## config.mk

```make
export PLATFORM = sky130hd
export DESIGN_NAME = psev_muldiv
export DESIGN_NICKNAME = d
export VERILOG_FILES = /design/src/rtl/core/parameter_schedule_evaluator_defines.svh /design/src/rtl/core/psev_pkg.sv /design/src/rtl/core/psev_muldiv.sv
export SDC_FILE = /design/constraint.sdc
export NUM_CORES = 1
export LEC_CHECK = 0
export BUFFER_PORTS_ARGS = -buffer_cell sky130_fd_sc_hd__buf_2
export CAP_MARGIN = 20
export CORE_AREA = 4 4 164 166
export CTS_CLUSTER_SIZE = 8
export DETAILED_ROUTE_END_ITERATION = 6
export DIE_AREA = 0 0 168 170
export MAX_ROUTING_LAYER = met4
export PLACE_DENSITY = 0.87
export SETUP_SLACK_MARGIN = 0.2
export SLEW_MARGIN = 40
export SYNTH_ARGS = -nofsm -noshare
export SYNTH_HDL_FRONTEND = slang
export SYNTH_SLANG_ARGS = --single-unit
```

## constraint.sdc

```tcl
create_clock -name clk_i -period 9.79 [get_ports clk_i]
set_clock_uncertainty 0.1 [all_clocks]
set_input_delay 0.4895 -clock clk_i [delete_from_list [all_inputs] [get_ports clk_i]]
set_output_delay 0.4895 -clock clk_i [all_outputs]
set_load 0.01 [all_outputs]
```

## src/rtl/core/parameter_schedule_evaluator_defines.svh

```systemverilog
// ---------------------------------------------------------------------------
// Assertion macros for the parameter schedule evaluator
// ---------------------------------------------------------------------------
`ifndef PARAMETER_SCHEDULE_EVALUATOR_DEFINES_SVH
`define PARAMETER_SCHEDULE_EVALUATOR_DEFINES_SVH

// same-cycle implication, disabled during reset
`define PSEV_ASSERT_IMPL(label, clk, rst_n, ante, cons, msg) \
  label: assert property (@(posedge clk) disable iff (!rst_n) (ante) |-> (cons)) \
    else $error(msg);

// next-cycle implication, disabled during reset
`define PSEV_ASSERT_NEXT(label, clk, rst_n, ante, cons, msg) \
  label: assert property (@(posedge clk) disable iff (!rst_n) (ante) |=> (cons)) \
    else $error(msg);

`endif

```

## src/rtl/core/psev_pkg.sv

```systemverilog
// ---------------------------------------------------------------------------
// psev_pkg
// Shared codes and constants of the parameter schedule evaluator.
// ---------------------------------------------------------------------------
package psev_pkg;

  // schedule modes
  localparam logic [2:0] MODE_CONST     = 3'd0;
  localparam logic [2:0] MODE_LINEAR    = 3'd1;
  localparam logic [2:0] MODE_EXPONENT  = 3'd2;
  localparam logic [2:0] MODE_PARABOLIC = 3'd3;

  // configuration register indexes
  localparam logic [2:0] REG_MODE      = 3'd0;
  localparam logic [2:0] REG_START_VAL = 3'd1;
  localparam logic [2:0] REG_END_VAL   = 3'd2;
  localparam logic [2:0] REG_TIME_BEG  = 3'd3;
  localparam logic [2:0] REG_TIME_END  = 3'd4;

  // magnitude bits of a mul-div result; results clamp to 2^60
  localparam int unsigned MAG_W = 61;

  // square-root chain for exp2: c0 = 2.0, ck = floor(sqrt(c(k-1) * 2^30)), Q.30
  function automatic logic [30:0] exp_const(input int unsigned k);
    logic [63:0] c;
    logic [63:0] x;
    logic [63:0] r;
    logic [63:0] b;
    c = 64'd1 << 31;
    for (int unsigned j = 1; j <= 16; j++) begin
      if (j <= k) begin
        x = c << 30;
        r = '0;
        b = 64'd1 << 62;
        for (int unsigned n = 0; n < 32; n++) begin
          if (b != '0) begin
            if (x >= r + b) begin
              x = x - (r + b);
              r = (r >> 1) + b;
            end else begin
              r = r >> 1;
            end
            b = b >> 2;
          end
        end
        c = r;
      end
    end
    return c[30:0];
  endfunction

  // entry i holds c(i+1)
  localparam logic [30:0] EXP_C [16] = '{
    exp_const(1),  exp_const(2),  exp_const(3),  exp_const(4),
    exp_const(5),  exp_const(6),  exp_const(7),  exp_const(8),
    exp_const(9),  exp_const(10), exp_const(11), exp_const(12),
    exp_const(13), exp_const(14), exp_const(15), exp_const(16)
  };

endpackage

```

## src/rtl/core/psev_muldiv.sv

```systemverilog
// ---------------------------------------------------------------------------
// psev_muldiv
// Signed trunc(a * b / d) with the magnitude clamped to 2^60: bit-serial
// shift-add multiply followed by a restoring divide, one bit a cycle.
// ---------------------------------------------------------------------------
module psev_muldiv #(
  parameter int unsigned TW = 16
) (
  input  logic                              clk_i,
  input  logic                              rst_ni,
  input  logic                              start_i,
  input  logic signed [psev_pkg::MAG_W:0]   a_i,
  input  logic signed [TW:0]                b_i,
  input  logic signed [TW:0]                d_i,
  output logic                              done_o,
  output logic signed [psev_pkg::MAG_W:0]   res_o
);

  localparam int unsigned MW = psev_pkg::MAG_W;
  localparam int unsigned PW = MW + TW;
  localparam int unsigned CW = $clog2(PW + 1);
  localparam logic [PW-1:0] CAP = PW'(1) << (MW - 1);

  localparam logic [1:0] PH_IDLE = 2'd0;
  localparam logic [1:0] PH_MUL  = 2'd1;
  localparam logic [1:0] PH_DIV  = 2'd2;
  localparam logic [1:0] PH_DONE = 2'd3;

  logic [1:0]      phase_q;
  logic [CW-1:0]   cnt_q;
  logic [MW-1:0]   am_q;
  logic [TW-1:0]   bm_q;
  logic [TW-1:0]   dm_q;
  logic [PW-1:0]   acc_q;
  logic [TW-1:0]   rem_q;
  logic            neg_q;

  logic [MW:0]     a_abs;
  logic [TW:0]     b_abs;
  logic [TW:0]     d_abs;
  logic [TW:0]     rem_sh;
  logic            ge;
  logic [TW:0]     rem_sub;
  logic [MW-1:0]   mag;

  // operand magnitudes
  assign a_abs = a_i[MW] ? (MW+1)'(-a_i) : a_i;
  assign b_abs = b_i[TW] ? (TW+1)'(-b_i) : b_i;
  assign d_abs = d_i[TW] ? (TW+1)'(-d_i) : d_i;

  // restoring divide step
  assign rem_sh  = {rem_q, acc_q[PW-1]};
  assign ge      = rem_sh >= {1'b0, dm_q};
  assign rem_sub = rem_sh - {1'b0, dm_q};

  // clamp and sign
  assign mag    = (acc_q > CAP) ? CAP[MW-1:0] : acc_q[MW-1:0];
  assign res_o  = neg_q ? (MW+1)'(-{1'b0, mag}) : {1'b0, mag};
  assign done_o = phase_q == PH_DONE;

  // sequencer
  always_ff @(posedge clk_i or negedge rst_ni) begin
    if (!rst_ni) begin
      phase_q <= PH_IDLE;
      cnt_q   <= '0;
      am_q    <= '0;
      bm_q    <= '0;
      dm_q    <= '0;
      acc_q   <= '0;
      rem_q   <= '0;
      neg_q   <= 1'b0;
    end else begin
      case (phase_q)
        PH_IDLE: begin
          if (start_i) begin
            am_q    <= a_abs[MW-1:0];
            bm_q    <= b_abs[TW-1:0];
            dm_q    <= d_abs[TW-1:0];
            neg_q   <= a_i[MW] ^ b_i[TW] ^ d_i[TW];
            acc_q   <= '0;
            cnt_q   <= '0;
            phase_q <= PH_MUL;
          end
        end
        PH_MUL: begin
          acc_q <= (acc_q << 1) + (bm_q[TW-1] ? PW'(am_q) : '0);
          bm_q  <= bm_q << 1;
          if (cnt_q == CW'(TW - 1)) begin
            cnt_q   <= '0;
            rem_q   <= '0;
            phase_q <= PH_DIV;
          end else begin
            cnt_q <= cnt_q + 1'b1;
          end
        end
        PH_DIV: begin
          rem_q <= ge ? rem_sub[TW-1:0] : rem_sh[TW-1:0];
          acc_q <= {acc_q[PW-2:0], ge};
          if (cnt_q == CW'(PW - 1)) begin
            phase_q <= PH_DONE;
          end else begin
            cnt_q <= cnt_q + 1'b1;
          end
        end
        default: begin
          phase_q <= PH_IDLE;
        end
      endcase
    end
  end

endmodule

```

[Yosys cells after proc, flatten, opt, wreduce, memory -nomap -nowiden]
Cells that the tools add are included.
Word-level totals
  register bits: 196
  output and inout port bits: 63
  input port bits: 99
  logic and storage cells: 59
Operators by class
  mux-type cells: 21
  eq/ne operators: 9
  bitwise operators: 2
  reductions and logical operators: 10
  $add $sub $neg: 7
  magnitude comparators: 2
Operators with widths (number)
  case mux 77 bit (3 select lines): 1
  two-way mux 61 bit: 3
  two-way mux 16 bit: 5
  adder 77 x 61 -> 77 bit: 1
  greater-than comparator 77 x 61 -> 1 bit (second input constant): 1
  two-way mux 77 bit: 1
  case mux 16 bit (2 select lines): 2
  two-way mux 62 bit: 1
  negator 61 -> 62 bit: 1
  negator 61 bit: 1
  negator 16 bit: 2
  two-way mux 7 bit: 3
  case mux 7 bit (3 select lines): 1
  greater-or-equal comparator 17 x 16 -> 1 bit: 1
  subtractor 16 bit: 1
  != test 2 bit (second input constant): 4
  AND reduction 2 bit: 4
  adder 7 x 1 -> 7 bit (second input constant): 1
  == test 7 x 4 -> 1 bit (second input constant): 1
  == test 7 bit (second input constant): 1
  two-way mux 2 bit: 3
  case mux 2 bit (3 select lines): 1
  AND reduction 3 bit: 2
  == test 2 bit (second input constant): 2
  5 further kinds: 7

[Depth between registers and ports, before layout]
Gate-level depths: netlist of run 1.
  word-level depth: 4
  depth in mapped cells: 19
  gate-level depth less buffers: 16

[Least setup slack after synthesis of run 1]
OpenSTA, ideal clock, no wires.
  kind: flip-flop to output port
  start point: register acc_q[8]
  end point: output res_o[56] in the netlist's numbering
  required time: 9.201 ns
  slack: 4.084 ns
  path buffers: 3
  stages on the path, launching flop included: 19
  data arrival time: 5.117 ns
  cells stage by stage: dfrtp_1 or4_4 or4b_1 buf_2 nor2_4 nand3_1 or4_4 nor4_4 nand4_2 a21oi_2 buf_2 nand2_1 ha_1 o21ai_1 inv_1 nor2_1 clkbuf_1 nor2_1 a211oi_1
Between the ends
  cells in the longest elaborated chain, start to end: 4
Ends and longest elaborated chain
  start: declaration: RTL line psev_muldiv.sv:34  | logic [PW-1:0] acc_q;
  start signal: assignment: RTL line psev_muldiv.sv:86  | acc_q <= (acc_q << 1) + (bm_q[TW-1] ? PW'(am_q) : '0);
  start signal: assignment: RTL line psev_muldiv.sv:98  | acc_q <= {acc_q[PW-2:0], ge};
  greater-than comparator 77 x 61 -> 1 bit: RTL line psev_muldiv.sv:57  | assign mag = (acc_q > CAP) ? CAP[MW-1:0] : acc_q[MW-1:0];
  two-way mux 61 bit (*): RTL line psev_muldiv.sv:57
  negator 61 -> 62 bit: RTL line psev_muldiv.sv:58  | assign res_o = neg_q ? (MW+1)'(-{1'b0, mag}) : {1'b0, mag};
  two-way mux 62 bit (*): RTL line psev_muldiv.sv:58
  end: declaration: RTL line psev_muldiv.sv:16  | output logic signed [psev_pkg::MAG_W:0] res_o
Mark *: on every way between the ends. The rest lies on a longest branch, timed or not.

[Worst setup path in the final report of run 1]
  start point: register acc_q[8]
  end point: output res_o[18] in the netlist's numbering
The elaborated chain is that of the path after synthesis.

==> results of run 1 <==
## stage by stage
| step | utilization [%] | total power [uW] | instances | hold WS, ps | instance area, um2 |
|---|---|---|---|---|---|
| 6_report | 71.15 | 5607 | 2555 | 244.9 | 18230 |
| 3_3_place_gp | 68.39 | 4640 | 2511 | 353.6 | 17520 |
| 2_1_floorplan | - | 3848 | 2125 | 93.91 | 16620 |
| 5_1_grt | 71.15 | 6035 | 2555 | 266.7 | 18230 |
| 4_1_cts | 70.98 | 5527 | 2544 | 244.0 | 18180 |
| 3_5_place_dp | 68.49 | 4752 | 2511 | 362.7 | 17540 |
## routing by layer
layer | GRT usage [%] | wire [um] | vias to the layer above
met5 | - | 0 | -
met4 | 8.716 | 1012 | 0
met3 | 7.944 | 4807 | 82
met2 | 49.60 | 20610 | 783
met1 | 44.30 | 20300 | 7687
li1 | - | - | 7827
## cells in the mapped netlist (13+ instances only)
cell,instances,area [um2]
sky130_fd_sc_hd__a22oi_1,34,255.2
sky130_fd_sc_hd__nand2_1,268,1006
sky130_fd_sc_hd__and3_1,26,162.7
sky130_fd_sc_hd__nor3_1,43,215.2
sky130_fd_sc_hd__or3_1,21,131.4
sky130_fd_sc_hd__xnor2_1,52,455.4
sky130_fd_sc_hd__and2_1,71,444.2
sky130_fd_sc_hd__ha_1,86,1076
sky130_fd_sc_hd__a31oi_1,13,81.33
sky130_fd_sc_hd__o21ai_0,262,1311
sky130_fd_sc_hd__inv_1,60,225.2
sky130_fd_sc_hd__nand2b_1,13,81.33
sky130_fd_sc_hd__o22ai_1,13,81.33
sky130_fd_sc_hd__xor2_1,139,1217
sky130_fd_sc_hd__a211oi_1,22,165.2
sky130_fd_sc_hd__o21bai_1,13,97.59
sky130_fd_sc_hd__nand3_1,42,210.2
sky130_fd_sc_hd__o31ai_1,37,277.8
sky130_fd_sc_hd__a21o_1,40,300.3
sky130_fd_sc_hd__dfrtp_1,196,4905
sky130_fd_sc_hd__clkbuf_1,115,431.7
sky130_fd_sc_hd__or4_1,16,120.1
sky130_fd_sc_hd__mux2i_1,18,180.2
sky130_fd_sc_hd__a21oi_1,115,575.6
sky130_fd_sc_hd__nand4_1,31,193.9
sky130_fd_sc_hd__o41ai_1,22,192.7
sky130_fd_sc_hd__o211ai_1,17,127.6
sky130_fd_sc_hd__nor2_1,167,626.9
sky130_fd_sc_hd__nor4_1,17,106.4
## registers in the layout, indices dropped and copies added, names as in the netlist
| register | flops |
|---|---|
| dm_q | 16 |
| am_q | 61 |
| rem_q | 16 |
| bm_q | 16 |
| neg_q | 1 |
| phase_q | 2 |
| cnt_q | 7 |
| acc_q | 77 |
## how the worst min path moves through the flow
stage	to	cells past startpoint	slack (ps)
2_1_floorplan	acc_q[0]	0	90
3_3_place_gp	am_q[11]	2	350
3_5_place_dp	am_q[21]	2	360
4_1_cts	dm_q[0]	3	240
5_1_grt	dm_q[6]	3	270
6_report	dm_q[0]	3	240
## critical path, cell delays in order, from the launching register on
cell and delay [ps]:
sky130_fd_sc_hd__dfrtp_1 510, sky130_fd_sc_hd__or4_4 630, sky130_fd_sc_hd__or4b_1 690, sky130_fd_sc_hd__nor2_4 220, sky130_fd_sc_hd__nand3_1 140, sky130_fd_sc_hd__or4_4 480
sky130_fd_sc_hd__nor4_4 420, sky130_fd_sc_hd__nand4_2 180, sky130_fd_sc_hd__a21oi_2 180, sky130_fd_sc_hd__buf_4 280, sky130_fd_sc_hd__nand2_1 120, sky130_fd_sc_hd__ha_1 260
sky130_fd_sc_hd__o21ai_1 110, sky130_fd_sc_hd__inv_1 160, sky130_fd_sc_hd__nor2_4 400, sky130_fd_sc_hd__nor2_1 80, sky130_fd_sc_hd__buf_4 230, sky130_fd_sc_hd__a41o_1 230
sky130_fd_sc_hd__a21oi_1 130, sky130_fd_sc_hd__buf_2 150
## power by group
group / switching [uW] / internal [uW] / total, uW / leakage [uW]
Sequential: 301 / 1100 / 1400 / 0.00256
Combinational: 2200 / 1240 / 3440 / 0.00550
Clock: 333 / 431 / 764 / 0.000306
## what timing repair did
item,CTS,global route
hold buffers,1,0
endpoints found under the hold margin,59,0
setup buffers,0,0
## final cells by class
type	instances	area share, %
clock inverters	15	1.105
repair buffers	180	5.389
multi-input cells	1741	60.57
clock buffers	17	2.334
well taps	335	2.300
diodes	11	0.1510
flip-flops and latches	196	26.92
inverters	60	1.236
## logic make-up (layout without fill, tap and decap cells)
kind of cell,count (synthesis),count (layout)
simple gates,763,763
compound gates,675,675
flops,196,196
xor+xnor,191,191
buf+inv,188,272
fa+ha+maj,88,88
mux,24,24
other cells,0,11
==> impl_metrics.xml, run 1 <==
<?xml version="1.0" encoding="UTF-8"?>
<metrics>
  <group name="synth">
    <metric name="number_of_enable_flip_flop_cells_after_synthesis" unit="">0</metric>
    <metric name="postSynthNetCount" unit="">2312</metric>
    <metric name="synth_top_family_by_area" unit="">compound AO/OA/AOI/OAI gates</metric>
    <metric name="yosys_register_bits" unit="">196</metric>
    <metric name="post_synth_fa_ha_maj_area_fraction" unit="%">6.716</metric>
    <metric name="post_synth_inst_count" unit="">2125</metric>
    <metric name="synth_area" unit="um2">16620</metric>
    <metric name="proportion_of_synthesized_area_in_mux_cells" unit="%">1.491</metric>
    <metric name="synth-compound-area-share" unit="%">25.50</metric>
    <metric name="synthArstFlopShare" unit="%">100.0</metric>
    <metric name="post_synthesis_simple_gate_area_fraction" unit="%">22.38</metric>
    <metric name="synth_area_per_cell" unit="um2">7.820</metric>
    <metric name="yosys.area_share.xor_xnor" unit="%">10.07</metric>
    <metric name="synth.yosys.seq_area_share" unit="%">29.52</metric>
    <metric name="ys_types" unit="">80</metric>
    <metric name="synth_warnings" unit="">0</metric>
    <metric name="main_synth_ff_type" unit="">sky130_fd_sc_hd__dfrtp_1</metric>
  </group>
  <group name="global_routing">
    <metric name="initial_antenna_violation_count" unit="">11</metric>
    <metric name="first_pass_grt_wire_length" unit="um">75840</metric>
    <metric name="grt_pass1_vias" unit="">15190</metric>
    <metric name="pin_count_of_the_biggest_net_entering_global_routing" unit="">125</metric>
    <metric name="globalRoute.totalOverflow" unit="">0</metric>
    <metric name="groute.usage.overall" unit="%">32.71</metric>
  </group>
  <group name="clock_network">
    <metric name="clk_root_buffer_cell" unit="">sky130_fd_sc_hd__clkbuf_16</metric>
    <metric name="h-tree-depth" unit="">4</metric>
    <metric name="worstSkewPairLatency" unit="ps">450</metric>
    <metric name="cts.clk_slew.worst_paths" unit="ps">70</metric>
    <metric name="post_cts.resized_instances" unit="">0</metric>
    <metric name="tritoncts.num_buffers" unit="">17</metric>
    <metric name="cts_sinks" unit="">196</metric>
    <metric name="cts_max_path_buffers" unit="">2</metric>
    <metric name="tritoncts" unit="">built</metric>
  </group>
  <group name="cells_and_area">
    <metric name="area_of_the_multi_input_gates" unit="um2">11040</metric>
    <metric name="seqCellArea" unit="um2">4906</metric>
    <metric name="proportion_of_layout_cells_with_a_drive_suffix_above_1" unit="%">11.45</metric>
    <metric name="nets" unit="">2383</metric>
    <metric name="layout.cells.most_common" unit="">sky130_fd_sc_hd__nand2_1</metric>
    <metric name="leading_cell_types_in_the_layout_fill_and_taps_excluded" unit="">sky130_fd_sc_hd__nand2_1 (266), sky130_fd_sc_hd__o21ai_0 (262), sky130_fd_sc_hd__dfrtp_1 (195), sky130_fd_sc_hd__nor2_1 (165), sky130_fd_sc_hd__buf_2 (160)</metric>
    <metric name="filler_cell_count" unit="">2058</metric>
    <metric name="synthesis_to_finish_area_growth" unit="%">9.676</metric>
  </group>
  <group name="pwr">
    <metric name="power.static_leakage" unit="uW">0.008368</metric>
    <metric name="power_density" unit="nW/um2">307.7</metric>
    <metric name="ir_drop" unit="uV">292.9</metric>
  </group>
  <group name="critical_path">
    <metric name="timing.critical_path.fanout_max" unit="">25</metric>
    <metric name="criticalPathCategory" unit="">flop to primary output</metric>
    <metric name="worst-endpoint-required" unit="ps">9200</metric>
    <metric name="reg2reg_slack" unit="ps">4970</metric>
    <metric name="setup.worst_path.start" unit="">acc_q[8]</metric>
    <metric name="worst-r2r-cell-count" unit="">15</metric>
    <metric name="critPathLaunchType" unit="">flop</metric>
    <metric name="crit-reg2reg-capture" unit="">acc_q[63]</metric>
    <metric name="timing.critical_path.to" unit="">res_o[18]</metric>
    <metric name="critPathCaptureType" unit="">primary output</metric>
    <metric name="regToRegStartpoint" unit="">bm_q[15]</metric>
    <metric name="critPathArrivalTime" unit="ps">6070</metric>
  </group>
  <group name="detailed_routing">
    <metric name="drcViolationCount" unit="">0</metric>
    <metric name="drtPass1Iterations" unit="">6</metric>
    <metric name="detail_route.iter0.violations" unit="">1678</metric>
    <metric name="ant_nets" unit="">0</metric>
    <metric name="via_count" unit="">16380</metric>
    <metric name="routed_wl" unit="um">46720</metric>
    <metric name="wl_per_cell" unit="um">18.29</metric>
    <metric name="drt-vias-per-instance" unit="">6.411</metric>
  </group>
  <group name="floorplanning">
    <metric name="row_count" unit="">59</metric>
    <metric name="dieWidth" unit="um">168</metric>
    <metric name="floorplan.core_area" unit="um2">25620</metric>
    <metric name="dieArea" unit="um2">28560</metric>
    <metric name="die_height" unit="um">170</metric>
    <metric name="design.portCount" unit="">162</metric>
    <metric name="floorplan.initialDensity" unit="%">64.87</metric>
  </group>
  <group name="place">
    <metric name="post-place-ws" unit="ps">3461</metric>
    <metric name="number_of_buffers_added_on_ports" unit="">161</metric>
    <metric name="place_hpwl" unit="um">34340</metric>
    <metric name="routabilityCongestion" unit="">0.9843</metric>
  </group>
  <group name="timing">
    <metric name="rsz0062_at_grt" unit="">no</metric>
    <metric name="fin_crit" unit="ps">6661</metric>
    <metric name="slew_headroom" unit="%">50.17</metric>
    <metric name="fin_setup_tns" unit="ps">0</metric>
    <metric name="final-max-slew-violation-count" unit="">0</metric>
    <metric name="final.period_utilization" unit="%">68.04</metric>
    <metric name="max_slew.worst_pin.slew" unit="ps">747.4</metric>
    <metric name="setup-violations-final" unit="">0</metric>
    <metric name="report.final.hold_viol_count" unit="">0</metric>
    <metric name="achievable-frequency" unit="GHz">0.1501</metric>
    <metric name="layout_setup_ws" unit="ps">3129</metric>
  </group>
  <group name="hold_path">
    <metric name="hold_path_class" unit="">primary input to flop</metric>
    <metric name="timing.hold.worst.start" unit="">d_i[0]</metric>
  </group>
  <group name="outcome">
    <metric name="result_of_the_run" unit="">finished, final reports clean</metric>
  </group>
  <group name="run">
    <metric name="cap_viol_max_count" unit="">0</metric>
  </group>
</metrics>
Note: power is estimated with default switching activity, not from simulation.
==> run 2, diff against run 1 <==
Settings changed: ABC_AREA set to 1, CORE_AREA 4 4 164 166 to 4 4 184 186, DIE_AREA 0 0 168 170 to 0 0 188 190, PLACE_DENSITY 0.87 to 0.82.
Clock period 9.79 ns to 6.8 ns, I/O delays scaled along.
==> run 2 against run 1 <==
First-iteration DRC count rose by 55%; total power up 77%; global-route usage up 7.7 points; combinational power rose by 99%; highest routed layer unchanged; sequential power grew 42%; wire length grew 53%; setup slack lost 1000 ps; design area is 19% higher; non-clock buffer count unchanged.
==> impl_metrics.xml, run 2 <==
<?xml version="1.0" encoding="UTF-8"?>
<metrics>
  <group name="outcome">
    <metric name="result_of_the_run" unit="">finished, final reports clean</metric>
  </group>
  <group name="synth">
    <metric name="synthArstFlopShare" unit="%">100.0</metric>
    <metric name="synth_area" unit="um2">19840</metric>
    <metric name="main_synth_ff_type" unit="">sky130_fd_sc_hd__dfrtp_1</metric>
    <metric name="synthMostInstantiatedCell" unit="">sky130_fd_sc_hd__nand2_1</metric>
    <metric name="yosys_register_bits" unit="">196</metric>
    <metric name="post_synth_main_area_contributors" unit="">sky130_fd_sc_hd__dfrtp_1 (25%), sky130_fd_sc_hd__nand2_1 (18%), sky130_fd_sc_hd__inv_1 (8.4%), sky130_fd_sc_hd__nor2_1 (8.2%), sky130_fd_sc_hd__o21ai_0 (8.1%)</metric>
    <metric name="ys_types" unit="">61</metric>
    <metric name="synth_area_per_cell" unit="um2">6.049</metric>
    <metric name="postSynthNetCount" unit="">3467</metric>
    <metric name="synth_top_area_cell" unit="">sky130_fd_sc_hd__dfrtp_1</metric>
    <metric name="number_of_enable_flip_flop_cells_after_synthesis" unit="">0</metric>
    <metric name="synth.yosys.seq_area_share" unit="%">24.72</metric>
    <metric name="post_synth_inst_count" unit="">3280</metric>
    <metric name="synth_top_cell_area_share" unit="%">24.72</metric>
    <metric name="synth_warnings" unit="">0</metric>
    <metric name="synth_common_cells" unit="">sky130_fd_sc_hd__nand2_1 (930), sky130_fd_sc_hd__inv_1 (445), sky130_fd_sc_hd__nor2_1 (431)</metric>
  </group>
  <group name="timing">
    <metric name="fin_setup_tns" unit="ps">0</metric>
    <metric name="rsz0062_at_grt" unit="">no</metric>
    <metric name="report.final.hold_viol_count" unit="">0</metric>
    <metric name="achievable-frequency" unit="GHz">0.2128</metric>
    <metric name="final.period_utilization" unit="%">69.12</metric>
    <metric name="max_slew.worst_pin.slew" unit="ps">861.6</metric>
    <metric name="finalHoldWorstSlack" unit="ps">53.92</metric>
    <metric name="final-max-slew-violation-count" unit="">0</metric>
    <metric name="fin_crit" unit="ps">4700</metric>
    <metric name="slew_headroom" unit="%">41.95</metric>
    <metric name="setup-violations-final" unit="">0</metric>
  </group>
  <group name="cells_and_area">
    <metric name="synthesis_to_finish_area_growth" unit="%">8.949</metric>
    <metric name="num_antenna_cells" unit="">0</metric>
    <metric name="max_flop_register" unit="">acc_q</metric>
    <metric name="largest_reg_flops" unit="">77</metric>
    <metric name="proportion_of_layout_cells_with_a_drive_suffix_above_1" unit="%">7.830</metric>
    <metric name="reg.largest.list" unit="">acc_q x77, am_q x61</metric>
    <metric name="leading_cell_types_in_the_layout_fill_and_taps_excluded" unit="">sky130_fd_sc_hd__nand2_1 (928), sky130_fd_sc_hd__inv_1 (444), sky130_fd_sc_hd__nor2_1 (429), sky130_fd_sc_hd__o21ai_0 (321), sky130_fd_sc_hd__dfrtp_1 (195)</metric>
    <metric name="nets" unit="">3571</metric>
    <metric name="layout.cells.most_common" unit="">sky130_fd_sc_hd__nand2_1</metric>
  </group>
  <group name="clock_network">
    <metric name="h-tree-depth" unit="">4</metric>
    <metric name="worstSkewPairLatency" unit="ps">480</metric>
    <metric name="clk_root_buffer_cell" unit="">sky130_fd_sc_hd__clkbuf_16</metric>
    <metric name="cts_max_path_buffers" unit="">2</metric>
    <metric name="cts.clk_slew.worst_paths" unit="ps">80</metric>
    <metric name="post-cts-setup-buffers" unit="">0</metric>
    <metric name="tritoncts.num_buffers" unit="">17</metric>
    <metric name="tritoncts" unit="">built</metric>
    <metric name="cts_sinks" unit="">196</metric>
  </group>
  <group name="floorplanning">
    <metric name="floorplan.initialDensity" unit="%">61.45</metric>
    <metric name="design.portCount" unit="">162</metric>
    <metric name="dieWidth" unit="um">188</metric>
    <metric name="die_height" unit="um">190</metric>
    <metric name="row_count" unit="">66</metric>
    <metric name="dieArea" unit="um2">35720</metric>
    <metric name="floorplan.core_area" unit="um2">32290</metric>
  </group>
  <group name="global_routing">
    <metric name="initial_antenna_violation_count" unit="">0</metric>
    <metric name="groute.usage.overall" unit="%">40.44</metric>
    <metric name="met1_usage" unit="%">55.40</metric>
    <metric name="pin_count_of_the_biggest_net_entering_global_routing" unit="">103</metric>
    <metric name="busiest_layer" unit="">met2</metric>
    <metric name="globalRouteMet3Util" unit="%">7.615</metric>
    <metric name="globalRoute.totalOverflow" unit="">0</metric>
    <metric name="grt_pass1_vias" unit="">21190</metric>
    <metric name="grt.met2_usage" unit="%">58.89</metric>
    <metric name="first_pass_grt_wire_length" unit="um">112800</metric>
  </group>
  <group name="pwr">
    <metric name="power_density" unit="nW/um2">458.8</metric>
    <metric name="power.static_leakage" unit="uW">0.01097</metric>
    <metric name="ir_drop" unit="uV">491.7</metric>
  </group>
  <group name="detailed_routing">
    <metric name="routed_wl" unit="um">71520</metric>
    <metric name="via_count" unit="">22800</metric>
    <metric name="wl_per_cell" unit="um">18.63</metric>
    <metric name="detail_route.iter0.violations" unit="">2605</metric>
    <metric name="drtPass1Iterations" unit="">7</metric>
    <metric name="ant_nets" unit="">0</metric>
    <metric name="drcViolationCount" unit="">0</metric>
    <metric name="drt-vias-per-instance" unit="">5.939</metric>
  </group>
  <group name="critical_path">
    <metric name="reg2reg_slack" unit="ps">3020</metric>
    <metric name="critPathLaunchType" unit="">flop</metric>
    <metric name="crit_family" unit="">simple AND/OR/NAND/NOR gates</metric>
    <metric name="critPathMaxStageDelay" unit="ps">600</metric>
    <metric name="cell_chain_critical_path" unit="">nor2_1 &gt; nand2_1 &gt; nor2_1 &gt; nand2_1 &gt; nor2_1 &gt; nand3_2 &gt; nand2_4 &gt; buf_4 &gt; nand2_1 &gt; ha_1 &gt; inv_1 &gt; a21oi_2 &gt; nand2_1 &gt; nor2_2 &gt; nand2_1 &gt; nor2_2 &gt; nand3b_1 &gt; nand2_2 &gt; nand2_1 &gt; nand2_1 &gt; nand2_1 &gt; buf_2</metric>
    <metric name="critPathArrivalTime" unit="ps">4260</metric>
    <metric name="criticalPathCategory" unit="">flop to primary output</metric>
    <metric name="critPathCaptureType" unit="">primary output</metric>
    <metric name="worst-endpoint-required" unit="ps">6360</metric>
    <metric name="timing.critical_path.fanout_max" unit="">85</metric>
    <metric name="worst_path_most_repeated_cell" unit="">sky130_fd_sc_hd__nand2_1</metric>
    <metric name="critical-path-slowest-cell" unit="">sky130_fd_sc_hd__buf_4</metric>
    <metric name="cp.buffers_inverters" unit="">3</metric>
  </group>
  <group name="place">
    <metric name="place_hpwl" unit="um">56620</metric>
    <metric name="number_of_buffers_added_on_ports" unit="">161</metric>
    <metric name="routabilityCongestion" unit="">1.099</metric>
  </group>
  <group name="run">
    <metric name="cap_viol_max_count" unit="">0</metric>
  </group>
  <group name="hold_path">
    <metric name="hold_path_class" unit="">primary input to flop</metric>
  </group>
</metrics>
[run 2: cell count changes after synthesis, moves of 26 or more]
cell / change
sky130_fd_sc_hd__xor2_1: -46
sky130_fd_sc_hd__nand3_1: +60
sky130_fd_sc_hd__and2_1: -70
sky130_fd_sc_hd__o31ai_1: -28
sky130_fd_sc_hd__o22ai_1: +28
sky130_fd_sc_hd__clkbuf_1: -51
sky130_fd_sc_hd__inv_1: +385
sky130_fd_sc_hd__o21ai_0: +59
sky130_fd_sc_hd__nor2_1: +264
sky130_fd_sc_hd__a22oi_1: -26
sky130_fd_sc_hd__a21o_1: -26
sky130_fd_sc_hd__nand2_1: +662
sky130_fd_sc_hd__a21oi_1: +35
[run 2: repair_timing]
item,CTS,global route
hold buffers,1,0
endpoints found under the setup margin,0,0
hold endpoints to repair,100,0
resized for setup,0,0
[run 2: cell families after synthesis]
| family | Yosys count | synth area share [%] |
|---|---|---|
| xor+xnor | 143 | 6.313 |
| flops | 196 | 24.72 |
| buf+inv | 548 | 10.69 |
| simple gates | 1639 | 33.81 |
| fa+ha+maj | 88 | 5.625 |
| compound gates | 666 | 18.84 |
[run 2: per-layer routing]
| metal | part of all wire (%) | up-vias | wire (um) |
|---|---|---|---|
| met1 | 42 | 10380 | 30240 |
| met4 | 4.9 | 0 | 3535 |
| li1 | - | 10830 | - |
| met2 | 42 | 1355 | 29980 |
| met3 | 11 | 237 | 7766 |
| met5 | 0 | - | 0 |
[run 2: through the flow]
step	setup slack, ps	power (uW)	std cells	cell area [um2]	util (%)
final	2100	9918	3839	21620	66.95
after global routing	1839	10700	3839	21620	66.95
after floorplan	3385	6534	3280	19840	-
after global placement	2795	8495	3805	20950	64.87
after detailed placement	2752	8653	3805	20960	64.91
after CTS	2255	9729	3838	21580	66.84
[run 2: cell type report]
type	instances	area [um2]
clock buffers	18	439.2
clock inverters	14	175.2
fillers	2918	10670
inverters	453	1700
multi-input cells	2536	12840
flip-flops and latches	196	4906
well taps	442	553.0
repair buffers	180	997.2
[run 2: power by group]
part	switching [uW]	total, uW	internal (uW)
combinational	4570	6860	2300
sequential	433	1990	1560
clock	557	1060	508
total	5560	9920	4360
[run 2: worst paths after layout]
path / from / end / cells after the start
setup / recovery: acc_q[42] / res_o[46] / 22
hold / removal: a_i[0] / am_q[0] / 3
setup reg to reg: bm_q[15] / acc_q[66] / 21
hold reg to reg: bm_q[9] / bm_q[9] / 2
max in group asynchronous: rst_ni / neg_q / 4
min in group asynchronous: rst_ni / am_q[10] / 2
[run 2: worst min-delay path: cells and delay by family]
kind	cells	cell delay, ps
AO/OA/AOI/OAI	1	80
buffers and inverters	2	170
